$ cat src/sta_pkg.sv
`timescale 1ns / 1ps
`default_nettype none
// ----------------------------------------------------------------------------
// sta_pkg
// Shared types, constants and helper functions of the sonar target tracker.
// ----------------------------------------------------------------------------
package sta_pkg;

    // Sizes
    localparam int CORDIC_STEPS = 16;
    localparam int SENSOR_COUNT = 4;
    localparam int STEP_W       = 5;
    localparam int QUEUE_DEPTH  = 2;
    localparam int DIV_BITS     = 48;
    localparam int DIV_CNT_W    = 6;
    localparam int DEN_W        = 17;

    // Fixed-point constants
    localparam logic [16:0] TRUST_ONE    = 17'd65536;
    localparam logic [16:0] TRUST_LOW    = 17'd6553;
    localparam logic signed [33:0] CORDIC_KX = 34'sd652032874;
    localparam logic [31:0] VEL_DT_MIN   = 32'd10;
    localparam logic [31:0] VEL_DT_MAX   = 32'd1000;
    localparam logic [10:0] MS_SCALE_X2  = 11'd2000;

    // Operation codes of the input item
    localparam logic [1:0] OP_SONAR  = 2'd0;
    localparam logic [1:0] OP_POINT  = 2'd1;
    localparam logic [1:0] OP_DECAY  = 2'd2;
    localparam logic [1:0] OP_UNUSED = 2'd3;

    // Register indexes on the configuration port
    localparam logic [1:0] REG_GAIN    = 2'd0;
    localparam logic [1:0] REG_TIMEOUT = 2'd1;
    localparam logic [1:0] REG_MINR    = 2'd2;
    localparam logic [1:0] REG_MAXR    = 2'd3;

    typedef enum logic [1:0] {
        CMD_SONAR,
        CMD_POINT,
        CMD_DECAY,
        CMD_NONE
    } cmd_kind_t;

    // Classified request handed from the front to the back
    typedef struct packed {
        cmd_kind_t          kind;
        logic [1:0]         quad;
        logic signed [15:0] resid;
        logic [17:0]        sonar_dist;
        logic signed [23:0] base_x;
        logic signed [23:0] base_y;
        logic [31:0]        now;
    } cmd_t;

    typedef struct packed {
        logic [16:0] gain;
        logic [15:0] timeout;
        logic [17:0] min_range;
        logic [17:0] max_range;
    } cfg_t;

    typedef enum logic [3:0] {
        BK_IDLE,
        BK_CORDIC,
        BK_PROJ_X,
        BK_PROJ_Y,
        BK_PROJ_END,
        BK_TAKE,
        BK_SM_X,
        BK_SM_Y,
        BK_SM_END,
        BK_VX,
        BK_VX_WAIT,
        BK_VY,
        BK_VY_WAIT,
        BK_COMMIT,
        BK_DECAY,
        BK_OUT
    } bk_state_t;

    // Arctangent of 2^-i in units of 2^32 per turn
    function automatic logic [29:0] atan_turn(input logic [STEP_W-1:0] idx);
        logic [29:0] v;
        unique case (idx)
            5'd0:  v = 30'h20000000;
            5'd1:  v = 30'h12E4051E;
            5'd2:  v = 30'h09FB385B;
            5'd3:  v = 30'h051111D4;
            5'd4:  v = 30'h028B0D43;
            5'd5:  v = 30'h0145D7E1;
            5'd6:  v = 30'h00A2F61E;
            5'd7:  v = 30'h00517C55;
            5'd8:  v = 30'h0028BE53;
            5'd9:  v = 30'h00145F2F;
            5'd10: v = 30'h000A2F98;
            5'd11: v = 30'h000517CC;
            5'd12: v = 30'h00028BE6;
            5'd13: v = 30'h000145F3;
            5'd14: v = 30'h0000A2FA;
            5'd15: v = 30'h0000517D;
            5'd16: v = 30'h000028BE;
            5'd17: v = 30'h0000145F;
            5'd18: v = 30'h00000A30;
            5'd19: v = 30'h00000518;
            5'd20: v = 30'h0000028C;
            5'd21: v = 30'h00000146;
            5'd22: v = 30'h000000A3;
            5'd23: v = 30'h00000051;
            default: v = 30'h0;
        endcase
        return v;
    endfunction

    // Clamp to the signed 24-bit range
    function automatic logic signed [23:0] sat24(input logic signed [63:0] v);
        logic signed [23:0] r;
        if (v > 64'sd8388607)
            r = 24'sh7FFFFF;
        else if (v < -64'sd8388608)
            r = 24'sh800000;
        else
            r = v[23:0];
        return r;
    endfunction

endpackage
`default_nettype wire

$ cat src/sta_div.sv
`timescale 1ns / 1ps
`default_nettype none
// ----------------------------------------------------------------------------
// sta_div
// Restoring unsigned divider, one quotient bit per cycle.
// ----------------------------------------------------------------------------
module sta_div (
    input  wire logic                clk,
    input  wire logic                rst_n,
    input  wire logic                start,
    input  wire logic [47:0]         num,
    input  wire logic [16:0]         den,
    output logic                     done,
    output logic [47:0]              quo
);
    import sta_pkg::*;

    logic [DIV_BITS-1:0]  quo_reg;
    logic [DEN_W:0]       rem_reg;
    logic [DIV_CNT_W-1:0] cnt_reg;
    logic                 busy_reg;
    logic                 done_reg;
    logic [DEN_W:0]       rem_sh;
    logic                 fits;

    assign rem_sh = {rem_reg[DEN_W-1:0], quo_reg[DIV_BITS-1]};
    assign fits   = (rem_sh >= {1'b0, den});
    assign quo    = quo_reg;
    assign done   = done_reg;

    // Load operands, then run one restoring step per quotient bit while busy
    always_ff @(posedge clk)
    begin
        if (start)
        begin
            quo_reg <= num;
            rem_reg <= '0;
        end
        else if (busy_reg)
        begin
            quo_reg <= {quo_reg[DIV_BITS-2:0], fits};
            rem_reg <= fits ? (rem_sh - {1'b0, den}) : rem_sh;
        end
    end

    // Count steps
    always_ff @(posedge clk or negedge rst_n)
    begin
        if (!rst_n)
        begin
            cnt_reg  <= '0;
            busy_reg <= 1'b0;
            done_reg <= 1'b0;
        end
        else
        begin
            done_reg <= 1'b0;
            if (start)
            begin
                cnt_reg  <= DIV_CNT_W'(DIV_BITS);
                busy_reg <= 1'b1;
            end
            else if (busy_reg)
            begin
                cnt_reg <= cnt_reg - 1'b1;
                if (cnt_reg == DIV_CNT_W'(1))
                begin
                    busy_reg <= 1'b0;
                    done_reg <= 1'b1;
                end
            end
        end
    end

endmodule
`default_nettype wire

$ cat src/sta_back.sv
`timescale 1ns / 1ps
`default_nettype none
// ----------------------------------------------------------------------------
// sta_back
// Executes queued requests: CORDIC bearing, projection, alpha smoothing,
// velocity and confidence decay, and holds the result register.
// ----------------------------------------------------------------------------
module sta_back (
    input  wire logic          clk,
    input  wire logic          rst_n,
    input  wire sta_pkg::cfg_t cfg,
    input  wire logic          q_not_empty,
    input  wire sta_pkg::cmd_t q_data,
    output logic               pop,
    output logic               out_valid,
    input  wire logic          out_ready,
    output logic signed [23:0] track_x,
    output logic signed [23:0] track_y,
    output logic signed [23:0] speed_x,
    output logic signed [23:0] speed_y,
    output logic [16:0]        confidence,
    output logic               accepted
);
    import sta_pkg::*;

    bk_state_t state_reg, state_next;

    cmd_t                cmd_reg;
    logic signed [33:0]  cx_reg, cy_reg;
    logic signed [32:0]  cz_reg;
    logic [STEP_W-1:0]   step_reg;
    logic signed [52:0]  prod_reg;
    logic signed [23:0]  mx_reg, my_reg, nx_reg, ny_reg;
    logic signed [23:0]  est_x_reg, est_y_reg, vel_x_reg, vel_y_reg;
    logic [16:0]         trust_reg;
    logic [31:0]         seen_reg;
    logic                acc_reg;
    logic                neg_reg;
    logic                out_valid_reg;

    logic signed [33:0]  shx, shy, cos_v, sin_v, mul_b;
    logic signed [32:0]  atan_v;
    logic signed [18:0]  mul_a;
    logic signed [52:0]  mul_p;
    logic [16:0]         gain_eff;
    logic [31:0]         dt;
    logic                vel_win;
    logic signed [24:0]  dx, dy, delta;
    logic [24:0]         mag;
    logic [47:0]         div_num;
    logic [16:0]         div_den;
    logic [16:0]         tmo_den;
    logic                div_start, div_done;
    logic [47:0]         div_quo;
    logic signed [23:0]  vel_q;
    logic signed [52:0]  proj_rnd, sm_rnd;
    logic signed [23:0]  proj_v, sm_v;
    logic signed [23:0]  proj_base, sm_est;
    logic                out_load;

    // CORDIC micro-rotation terms
    assign shx    = cx_reg >>> step_reg;
    assign shy    = cy_reg >>> step_reg;
    assign atan_v = $signed({3'b000, atan_turn(step_reg)});

    // Map rotated vector back to its quadrant
    always_comb
    begin
        unique case (cmd_reg.quad)
            2'd0:    begin cos_v = cx_reg;  sin_v = cy_reg;  end
            2'd1:    begin cos_v = -cy_reg; sin_v = cx_reg;  end
            2'd2:    begin cos_v = -cx_reg; sin_v = -cy_reg; end
            default: begin cos_v = cy_reg;  sin_v = -cx_reg; end
        endcase
    end

    assign gain_eff = (cfg.gain > TRUST_ONE) ? TRUST_ONE : cfg.gain;
    assign dx       = 25'(mx_reg) - 25'(est_x_reg);
    assign dy       = 25'(my_reg) - 25'(est_y_reg);
    assign dt       = cmd_reg.now - seen_reg;
    assign vel_win  = (dt > VEL_DT_MIN) && (dt < VEL_DT_MAX);

    // Shared multiplier
    always_comb
    begin
        unique case (state_reg)
            BK_PROJ_X:
            begin
                mul_a = $signed({1'b0, cmd_reg.sonar_dist});
                mul_b = cos_v;
            end
            BK_PROJ_Y:
            begin
                mul_a = $signed({1'b0, cmd_reg.sonar_dist});
                mul_b = sin_v;
            end
            BK_SM_X:   begin mul_a = $signed({2'b00, gain_eff}); mul_b = 34'(dx); end
            default:   begin mul_a = $signed({2'b00, gain_eff}); mul_b = 34'(dy); end
        endcase
    end
    assign mul_p = 53'(mul_a) * 53'(mul_b);

    // Round projection to Q8.16 and add own position
    assign proj_base = (state_reg == BK_PROJ_Y) ? cmd_reg.base_x : cmd_reg.base_y;
    assign proj_rnd  = prod_reg + 53'sd536870912;
    assign proj_v    = sat24(64'(proj_base) + 64'($signed(proj_rnd[52:30])));

    // Smoothing step
    assign sm_est = (state_reg == BK_SM_Y) ? est_x_reg : est_y_reg;
    assign sm_rnd = prod_reg + 53'sd32768;
    assign sm_v   = sat24(64'(sm_est) + 64'($signed(sm_rnd[52:16])));

    // Velocity divider operands
    assign delta = (state_reg == BK_VX) ? (25'(nx_reg) - 25'(est_x_reg))
                                        : (25'(ny_reg) - 25'(est_y_reg));
    assign mag   = delta[24] ? 25'(-delta) : 25'(delta);

    assign tmo_den = (cfg.timeout == 16'd0) ? 17'd1 : {1'b0, cfg.timeout};

    // Start the divider: velocity in its own states, decay when the tick is popped
    always_comb
    begin
        div_start = 1'b0;
        div_num   = 48'(mag) * 48'(MS_SCALE_X2) + 48'(dt);
        div_den   = {dt[15:0], 1'b0};
        unique case (state_reg)
            BK_VX, BK_VY: div_start = 1'b1;
            BK_IDLE:
            begin
                div_start = q_not_empty && (q_data.kind == CMD_DECAY);
                div_num   = {q_data.now - seen_reg, 16'd0};
                div_den   = tmo_den;
            end
            BK_DECAY: div_den = tmo_den;
            default: div_start = 1'b0;
        endcase
    end

    // Signed, saturated velocity from quotient
    always_comb
    begin
        if (neg_reg)
            vel_q = (div_quo > 48'd8388608) ? 24'sh800000 : 24'(-$signed(div_quo[24:0]));
        else
            vel_q = (div_quo > 48'd8388607) ? 24'sh7FFFFF : $signed(div_quo[23:0]);
    end

    sta_div u_div (
        .clk   (clk),
        .rst_n (rst_n),
        .start (div_start),
        .num   (div_num),
        .den   (div_den),
        .done  (div_done),
        .quo   (div_quo)
    );

    assign out_load = (state_reg == BK_OUT) && (!out_valid_reg || out_ready);
    assign pop      = (state_reg == BK_IDLE) && q_not_empty;

    // Next state
    always_comb
    begin
        state_next = state_reg;
        unique case (state_reg)
            BK_IDLE:
                if (q_not_empty)
                begin
                    unique case (q_data.kind)
                        CMD_SONAR: state_next = BK_CORDIC;
                        CMD_POINT: state_next = BK_TAKE;
                        CMD_DECAY: state_next = BK_DECAY;
                        default:   state_next = BK_OUT;
                    endcase
                end
            BK_CORDIC:
                if (step_reg == STEP_W'(CORDIC_STEPS - 1))
                    state_next = BK_PROJ_X;
            BK_PROJ_X:   state_next = BK_PROJ_Y;
            BK_PROJ_Y:   state_next = BK_PROJ_END;
            BK_PROJ_END: state_next = BK_TAKE;
            BK_TAKE:     state_next = (trust_reg > TRUST_LOW) ? BK_SM_X : BK_OUT;
            BK_SM_X:     state_next = BK_SM_Y;
            BK_SM_Y:     state_next = BK_SM_END;
            BK_SM_END:   state_next = vel_win ? BK_VX : BK_COMMIT;
            BK_VX:       state_next = BK_VX_WAIT;
            BK_VX_WAIT:  if (div_done) state_next = BK_VY;
            BK_VY:       state_next = BK_VY_WAIT;
            BK_VY_WAIT:  if (div_done) state_next = BK_COMMIT;
            BK_COMMIT:   state_next = BK_OUT;
            BK_DECAY:    state_next = BK_DECAY;
            BK_OUT:      if (out_load) state_next = BK_IDLE;
            default:     state_next = BK_IDLE;
        endcase
        // Decay waits on the divider in its own state
        if (state_reg == BK_DECAY && div_done)
            state_next = BK_OUT;
    end

    always_ff @(posedge clk or negedge rst_n)
    begin
        if (!rst_n)
            state_reg <= BK_IDLE;
        else
            state_reg <= state_next;
    end

    // Working datapath
    always_ff @(posedge clk)
    begin
        unique case (state_reg)
            BK_IDLE:
                if (q_not_empty)
                begin
                    cmd_reg  <= q_data;
                    cx_reg   <= CORDIC_KX;
                    cy_reg   <= '0;
                    cz_reg   <= {q_data.resid[15], q_data.resid, 16'd0};
                    step_reg <= '0;
                    mx_reg   <= q_data.base_x;
                    my_reg   <= q_data.base_y;
                end
            BK_CORDIC:
            begin
                if (!cz_reg[32])
                begin
                    cx_reg <= cx_reg - shy;
                    cy_reg <= cy_reg + shx;
                    cz_reg <= cz_reg - atan_v;
                end
                else
                begin
                    cx_reg <= cx_reg + shy;
                    cy_reg <= cy_reg - shx;
                    cz_reg <= cz_reg + atan_v;
                end
                step_reg <= step_reg + 1'b1;
            end
            BK_PROJ_X: prod_reg <= mul_p;
            BK_PROJ_Y:
            begin
                mx_reg   <= proj_v;
                prod_reg <= mul_p;
            end
            BK_PROJ_END: my_reg <= proj_v;
            BK_SM_X:     prod_reg <= mul_p;
            BK_SM_Y:
            begin
                nx_reg   <= sm_v;
                prod_reg <= mul_p;
            end
            BK_SM_END: ny_reg <= sm_v;
            BK_VX:     neg_reg <= delta[24];
            BK_VY:     neg_reg <= delta[24];
            default:   ;
        endcase
    end

    // Track state and result register
    always_ff @(posedge clk or negedge rst_n)
    begin
        if (!rst_n)
        begin
            est_x_reg     <= '0;
            est_y_reg     <= '0;
            vel_x_reg     <= '0;
            vel_y_reg     <= '0;
            trust_reg     <= '0;
            seen_reg      <= '0;
            acc_reg       <= 1'b0;
            out_valid_reg <= 1'b0;
            track_x       <= '0;
            track_y       <= '0;
            speed_x       <= '0;
            speed_y       <= '0;
            confidence    <= '0;
            accepted      <= 1'b0;
        end
        else
        begin
            if (pop)
                acc_reg <= 1'b0;
            if (state_reg == BK_TAKE && trust_reg <= TRUST_LOW)
            begin
                est_x_reg <= mx_reg;
                est_y_reg <= my_reg;
                vel_x_reg <= '0;
                vel_y_reg <= '0;
                trust_reg <= TRUST_ONE;
                seen_reg  <= cmd_reg.now;
                acc_reg   <= 1'b1;
            end
            if (state_reg == BK_VX_WAIT && div_done)
                vel_x_reg <= vel_q;
            if (state_reg == BK_VY_WAIT && div_done)
                vel_y_reg <= vel_q;
            if (state_reg == BK_COMMIT)
            begin
                est_x_reg <= nx_reg;
                est_y_reg <= ny_reg;
                trust_reg <= TRUST_ONE;
                seen_reg  <= cmd_reg.now;
                acc_reg   <= 1'b1;
            end
            if (state_reg == BK_DECAY && div_done)
                trust_reg <= (div_quo >= 48'(TRUST_ONE)) ? 17'd0
                                                         : TRUST_ONE - div_quo[16:0];
            // Present the result, drop it once taken
            if (out_load)
            begin
                out_valid_reg <= 1'b1;
                track_x       <= est_x_reg;
                track_y       <= est_y_reg;
                speed_x       <= vel_x_reg;
                speed_y       <= vel_y_reg;
                confidence    <= trust_reg;
                accepted      <= acc_reg;
            end
            else if (out_ready)
                out_valid_reg <= 1'b0;
        end
    end

    assign out_valid = out_valid_reg;

endmodule
`default_nettype wire

$ cat config.mk
export PLATFORM = sky130hd
export DESIGN_NAME = sta_back
export DESIGN_NICKNAME = d
export VERILOG_FILES = /design/src/sta_pkg.sv /design/src/sta_div.sv /design/src/sta_back.sv
export SDC_FILE = /design/constraint.sdc
export NUM_CORES = 2
export LEC_CHECK = 0
export ABC_AREA = 1
export BUFFER_PORTS_ARGS = -buffer_cell sky130_fd_sc_hd__buf_2
export CAP_MARGIN = 20
export CORE_ASPECT_RATIO = 1.4
export CORE_MARGIN = 10
export CORE_UTILIZATION = 40
export CTS_CLUSTER_SIZE = 40
export DETAILED_ROUTE_END_ITERATION = 10
export PLACE_DENSITY_LB_ADDON = 0.12
export SYNTH_ARGS = -nofsm -noshare
export SYNTH_HDL_FRONTEND = slang
export SYNTH_SLANG_ARGS = --single-unit
$ cat constraint.sdc
create_clock -name clk -period 18.9 [get_ports clk]
set_input_delay 0 -clock clk [delete_from_list [all_inputs] [get_ports clk]]
set_output_delay 0 -clock clk [all_outputs]
set_load 0.05 [all_outputs]
Yosys cells after proc, flatten, opt, wreduce, memory -nomap -nowiden. Memories as Yosys holds them, arrays and structs flattened. A register that Yosys moved wholly into a read port is not among the register bits. Index checks and enable logic that the tools add are counted.

$add $sub $neg: 25. Multipliers: 2. Magnitude comparators: 13. Eq/ne operators: 27. Shift operators: 2. Muxes and demuxes: 75. Reduce and logical (&&, ||, !) cells: 33.

Operator list (number): two-way mux 24 bit (18); one-hot mux 34 bit (3 select lines) (3); two-way mux 48 bit (3); two-way mux 34 bit (4); one-hot mux 34 bit (2 select lines) (2); two-way mux 17 bit (7); subtractor 24 x 24 -> 25 bit (4); one-hot mux 24 bit (2 select lines) (2); adder 34 bit (2); negator 34 bit (2); >>> shifter 34 x 5 -> 34 bit (2); subtractor 34 bit (2); two-way mux 33 bit (2); one-hot mux 33 bit (2 select lines) (1); two-way mux 32 bit (2); one-hot mux 4 bit (16 select lines) (1); subtractor 32 bit (2); adder 53 x 17 -> 53 bit, second input constant (1); adder 53 x 31 -> 53 bit, second input constant (1); multiplier 19 x 34 -> 53 bit (1); two-way mux 25 bit (2); >= comparator 48 x 17 -> 1 bit, second input constant (1); > comparator 48 x 23 -> 1 bit, second input constant (1); > comparator 48 x 24 -> 1 bit, second input constant (1); 56 further kinds (110).

Register bits: 694. Memory bits (read-only): 960. Bits of input ports: 191. Output and inout port bits: 116. Word-level logic and storage cells: 213. Memories kept: 1.

Memories: (name not given) (depth 32, bits a word 30, read ports 1, clocked after memory_dff 1, write ports 0, RTL line sta_pkg.sv:85) `unique case (idx)`.

Depth between registers and ports, before layout.
Depth after elaboration: 8. Mapped depth: 53. Gate-level depth less buffers: 52.

Hierarchy. A second synthesis with hierarchy kept.

Cells, all modules: 12587. Area total of the unflattened synthesis: 88448.6 um2.

By module, submodules not included: sta_back (instances 1, cells each 11994, area an instance 84068.1 um2, seq. area each 17471.8 um2); sta_div (instances 1, cells each 593, area an instance 4380.5 um2, seq. area each 1981.9 um2).

Worst setup path before layout. OpenSTA, ideal clock, no wires.

Kind: register -> register. Start point: reg est_x_reg[0]. End point: reg u_div.quo_reg[34] (netlist: u_div.quo[34]) (data pin). Setup time: 255 ps. Arrival: 7651 ps. Data required time: 18645 ps. Path slack: 10994 ps. Stages on the path, launching flop included: 49. Path buffers: 2. Clock period less this slack: 7906 ps. Cells stage by stage: dfrtp_1 > ha_1 > fa_1 > inv_1 > nand3_1 > nand2_1 > nand2_1 > nand2_1 > nand3b_1 > nand3_1 > nand2_1 > nand2_1 > nand2_1 > nand2_1 > inv_2 > buf_2 > buf_2 > nand2_1 > [13 not listed] > a21boi_0 > o21ai_0 > a21oi_1 > xnor2_1 > ha_1 > nand2_1 > nor2_1 > nand2_1 > nor4_1 > nand2_1 > nand2_1 > nand2_1 > nand2_1 > nand3_1 > nand3_1 > nand3_1 > o21ai_0 > inv_1.

Word-level cells in the longest chain between the ends: 8.

Ends and longest elaborated chain: start, declared (RTL line sta_back.sv:34) `logic signed [23:0] est_x_reg, est_y_reg, vel_x_reg, vel_y_reg;`; start signal, assigned (RTL line sta_back.sv:285) `est_x_reg <= mx_reg;`; start signal, assigned (RTL line sta_back.sv:299) `est_x_reg <= nx_reg;`; subtractor 24 x 24 -> 25 bit (*) (RTL line sta_back.sv:114) `assign delta = (state_reg == BK_VX) ? (25'(nx_reg) - 25'(est_x_reg))`; two-way mux 25 bit (*) (RTL line sta_back.sv:114); net delta[24] (RTL line sta_back.sv:48) `logic signed [24:0] dx, dy, delta;`; negator 25 bit (RTL line sta_back.sv:116) `assign mag = delta[24] ? 25'(-delta) : 25'(delta);`; two-way mux 25 bit (*) (RTL line sta_back.sv:116); multiplier 25 x 7 -> 32 bit (*) (RTL line sta_back.sv:124) `div_num = 48'(mag) * 48'(MS_SCALE_X2) + 48'(dt);`; adder 36 x 32 -> 37 bit (*) (RTL line sta_back.sv:124); two-way mux 48 bit (*) (RTL line sta_back.sv:126) `unique case (state_reg)`; two-way mux 48 bit (*) (RTL line sta_div.sv:34) `if (start)`; end signal, assigned (RTL line sta_div.sv:36) `quo_reg <= num;`; end signal, assigned (RTL line sta_div.sv:41) `quo_reg <= {quo_reg[DIV_BITS-2:0], fits};`; end, declared (RTL line sta_div.sv:18) `logic [DIV_BITS-1:0] quo_reg;`.

Mark *: on every way through the listed nets, which the timed path passes. The rest lies on a longest branch. A chain may end at the register's enable or synchronous reset.

Worst setup path after layout.
Start point: reg est_x_reg[8]. End point: reg u_div.quo_reg[34] (netlist: u_div.quo[34]) (data pin).

Word-level cells in the longest chain between the ends: 8.

Ends and longest elaborated chain (RTL line): subtractor 24 x 24 -> 25 bit (*) (sta_back.sv:114); two-way mux 25 bit (*) (sta_back.sv:114); negator 25 bit (sta_back.sv:116); two-way mux 25 bit (*) (sta_back.sv:116); multiplier 25 x 7 -> 32 bit (*) (sta_back.sv:124); adder 36 x 32 -> 37 bit (*) (sta_back.sv:124); two-way mux 48 bit (*) (sta_back.sv:126); two-way mux 48 bit (*) (sta_div.sv:34).

Mark *: on every way between the ends. The rest lies on a longest branch, timed or not.

==> impl_metrics.env <==
export IMPL_slew_viol_final=0
export IMPL_r2r_cells=44
export IMPL_cts_buffers=83
export IMPL_hp_class="input pin to flop"
export IMPL_finalSetupTns_ns=0
export IMPL_finalHoldViolCount=0
export IMPL_whs_path_depth=2
export IMPL_crit_top_cell="nand2_1"
export IMPL_ys_types=80
export IMPL_crit_fanout=24
export IMPL_routed_via_count=85493
export IMPL_grt_max_degree=147
export IMPL_cts_sinks=709
export IMPL_relSlewSlack_pct=20.1
export IMPL_clockBufferDepth=3
export IMPL_antenna_left=0
export IMPL_io_buffers=270
export IMPL_syn_num_nets=13829
export IMPL_layout_nets=14110
export IMPL_dpl_worst_slack_ns=8.51
export IMPL_drcViolationCount=0
export IMPL_syn_area_um2=87500
export IMPL_cts_root_buf="clkbuf_16"
export IMPL_period_needed_ns=10.49
export IMPL_drive_above_1_share_pct=5.46
export IMPL_dpl_hpwl_um=289000
export IMPL_cts_resized=0
export IMPL_cp_end_kind="flop"
export IMPL_max_stage_delay_ns=0.58
export IMPL_ys_seq_area_share_pct=22.2
export IMPL_fmax_mhz=95.3
export IMPL_syn_area_per_cell_um2=7.07
export IMPL_row_count=203
export IMPL_worst_path_max_delay_cell="fa_1"
export IMPL_gp_congestion=0.987
export IMPL_syn2layout_area_growth_pct=10.5
export IMPL_initial_utilization_pct=40.1
export IMPL_die_x_um=415
export IMPL_cp_arrival_ns=11.02
export IMPL_fin_util_pct=44.3
export IMPL_setup_ws_ns=8.41
export IMPL_via_per_inst=5.48
export IMPL_regArea_um2=19500
export IMPL_grt_pass1_vias=86000
export IMPL_critPathLaunchType="flop"
export IMPL_ys_warn_count=0
export IMPL_die_area_um2=238000
export IMPL_yosys_register_bits=709
export IMPL_largest_reg_flops=100
export IMPL_clkTransAtPathRegs_ns=0.07
export IMPL_multi_input_area_um2=59000
export IMPL_synth_cells=12380
export IMPL_grt_pass1_wl_um=535000
export IMPL_postCtsHoldBufs=192
export IMPL_track_usage_pct=29.1
export IMPL_outcome="finished, final reports clean"
export IMPL_synth_ff_type="edfxtp_1"
export IMPL_setup_viol=0
export IMPL_synth_edf_count=389
export IMPL_finClkSkew_ns=0.0771
export IMPL_core_area_um2=218000
export IMPL_boundaryPins=307
export IMPL_grt_overflow=0
export IMPL_rsz0062_at_grt="false"
export IMPL_fill_cells=22519
export IMPL_synth_async_reset_ratio_pct=38.5
export IMPL_cts_tree="built"
export IMPL_holdWs_ns=0.0293
export IMPL_crit_type="flop to flop"
export IMPL_antenna_found_initial=14
export IMPL_routedWlPerCell_um=23.0
export IMPL_worstPathRequired_ns=19.42
export IMPL_postCtsSetupRepairBufs=0
export IMPL_first_iter_violations=7012
export IMPL_drv_cap=0
export IMPL_die_h_um=574
export IMPL_worst_slew_pin_slew_ns=1.19
export IMPL_cts_max_level=3
export IMPL_finalCritPeriodShare_pct=55.5
export IMPL_wl_um=358000
export IMPL_clkLatencyLatePin_ns=0.78
export IMPL_drt_pass1_iter_count=8
## worst max-delay path: cells and delay by family (launching register included)
family | cells | cell delay, ns
flops | 1 | 0.40
fa+ha+maj | 7 | 3.18
buf+inv | 9 | 1.62
xor+xnor | 2 | 0.95
simple gates | 17 | 1.98
compound gates | 9 | 2.08
## cells in the mapped netlist, types with 14 or more instances
| cell | instances | share of area (%) |
|---|---|---|
| edfxtp_1 | 389 | 13 |
| xor2_1 | 247 | 2.5 |
| o21ai_1 | 22 | 0.13 |
| o21ai_0 | 746 | 4.3 |
| a21oi_1 | 731 | 4.2 |
| nor2_1 | 1114 | 4.8 |
| xnor2_1 | 108 | 1.1 |
| o22ai_1 | 80 | 0.57 |
| dfxtp_1 | 47 | 1.1 |
| nor2_2 | 23 | 0.16 |
| o211ai_1 | 56 | 0.48 |
| nand3_1 | 986 | 5.6 |
| inv_2 | 31 | 0.13 |
| o221ai_1 | 33 | 0.33 |
| inv_1 | 1984 | 8.5 |
| fa_1 | 683 | 16 |
| nand2_2 | 18 | 0.13 |
| nand2_1 | 3073 | 13 |
| nor3_1 | 119 | 0.68 |
| ha_1 | 575 | 8.2 |
| clkbuf_1 | 239 | 1.0 |
| a21boi_0 | 21 | 0.18 |
| dfrtp_1 | 273 | 7.8 |
| buf_1 | 40 | 0.17 |
| nand4_1 | 122 | 0.87 |
| buf_4 | 14 | 0.12 |
| a21o_1 | 41 | 0.35 |
| buf_2 | 78 | 0.45 |
| nand3b_1 | 27 | 0.23 |
| o21bai_1 | 38 | 0.33 |
| nor4_1 | 47 | 0.34 |
| o21a_1 | 38 | 0.33 |
| a31oi_1 | 130 | 0.93 |
| or2_2 | 48 | 0.34 |
## kinds of logic (layout without fill, tap and decap cells)
kind of cell               count (synthesis)  in the layout  share of synthesized area, %
and+or+nand+nor                         5618           5618                          26.8
buffers and inverters                   2396           2746                          10.5
AOI/OAI and AO/OA                       2028           2028                          13.0
adders and majority gates               1258           1258                          23.8
DFF                                      709            709                          22.2
xor gates and xnor gates                 357            357                          3.59
muxes                                     14             14                         0.169
other                                      0              6                             0
## area by class of cell
type | count | share of cell area [%]
Antenna cell | 6 | 0.0155
Clock buffer | 106 | 2.33
Clock inverter | 48 | 0.631
Inverter | 2023 | 7.86
Multi-Input combinational cell | 9275 | 61.0
Sequential cell | 709 | 20.1
Tap cell | 2870 | 3.71
Timing Repair Buffer | 569 | 4.32
## per-stage QoR
stage / instance area (µm²) / std cells
final: 96800 / 15606
after global routing: 96700 / 15601
after CTS: 96700 / 15598
after detailed placement: 91900 / 15252
after global placement: 91800 / 15251
after floorplan: 87500 / 12380
## path summary, 6_finish.rpt
check,startpoint,end,slack (ns)
setup / recovery,est_x_reg[8]$_DFFE_PN0P_,u_div.quo[34]$_DFFE_PP_,8.41
hold / removal,q_data[53],cmd_reg[53]$_DFFE_PP_,0.03
setup reg to reg,est_x_reg[8]$_DFFE_PN0P_,u_div.quo[34]$_DFFE_PP_,8.41
hold reg to reg,confidence[16]$_DFFE_PN0P_,confidence[16]$_DFFE_PN0P_,0.48
max in group asynchronous,rst_n,track_y[19]$_DFFE_PN0P_,17.53
min in group asynchronous,rst_n,seen_reg[12]$_DFFE_PN0P_,0.43
## cell usage in the layout (no fill, tap or decap), types with 269 or more instances in the layout
cell and count:
dfrtp_1 273, buf_2 269, a21oi_1 731, nor2_1 1107
edfxtp_1 389, nand2_1 3066, ha_1 575, nand3_1 986
o21ai_0 744, inv_1 1979, fa_1 683
## metal layers
metal	routed length, µm	GRT usage [%]
met5	54	0
met4	19800	13.7
met3	18500	3.49
met2	180000	52.7
met1	140000	34.1
Power is not shown: default switching activity piles up to over one toggle a cycle in this logic, so the estimate is an artifact.
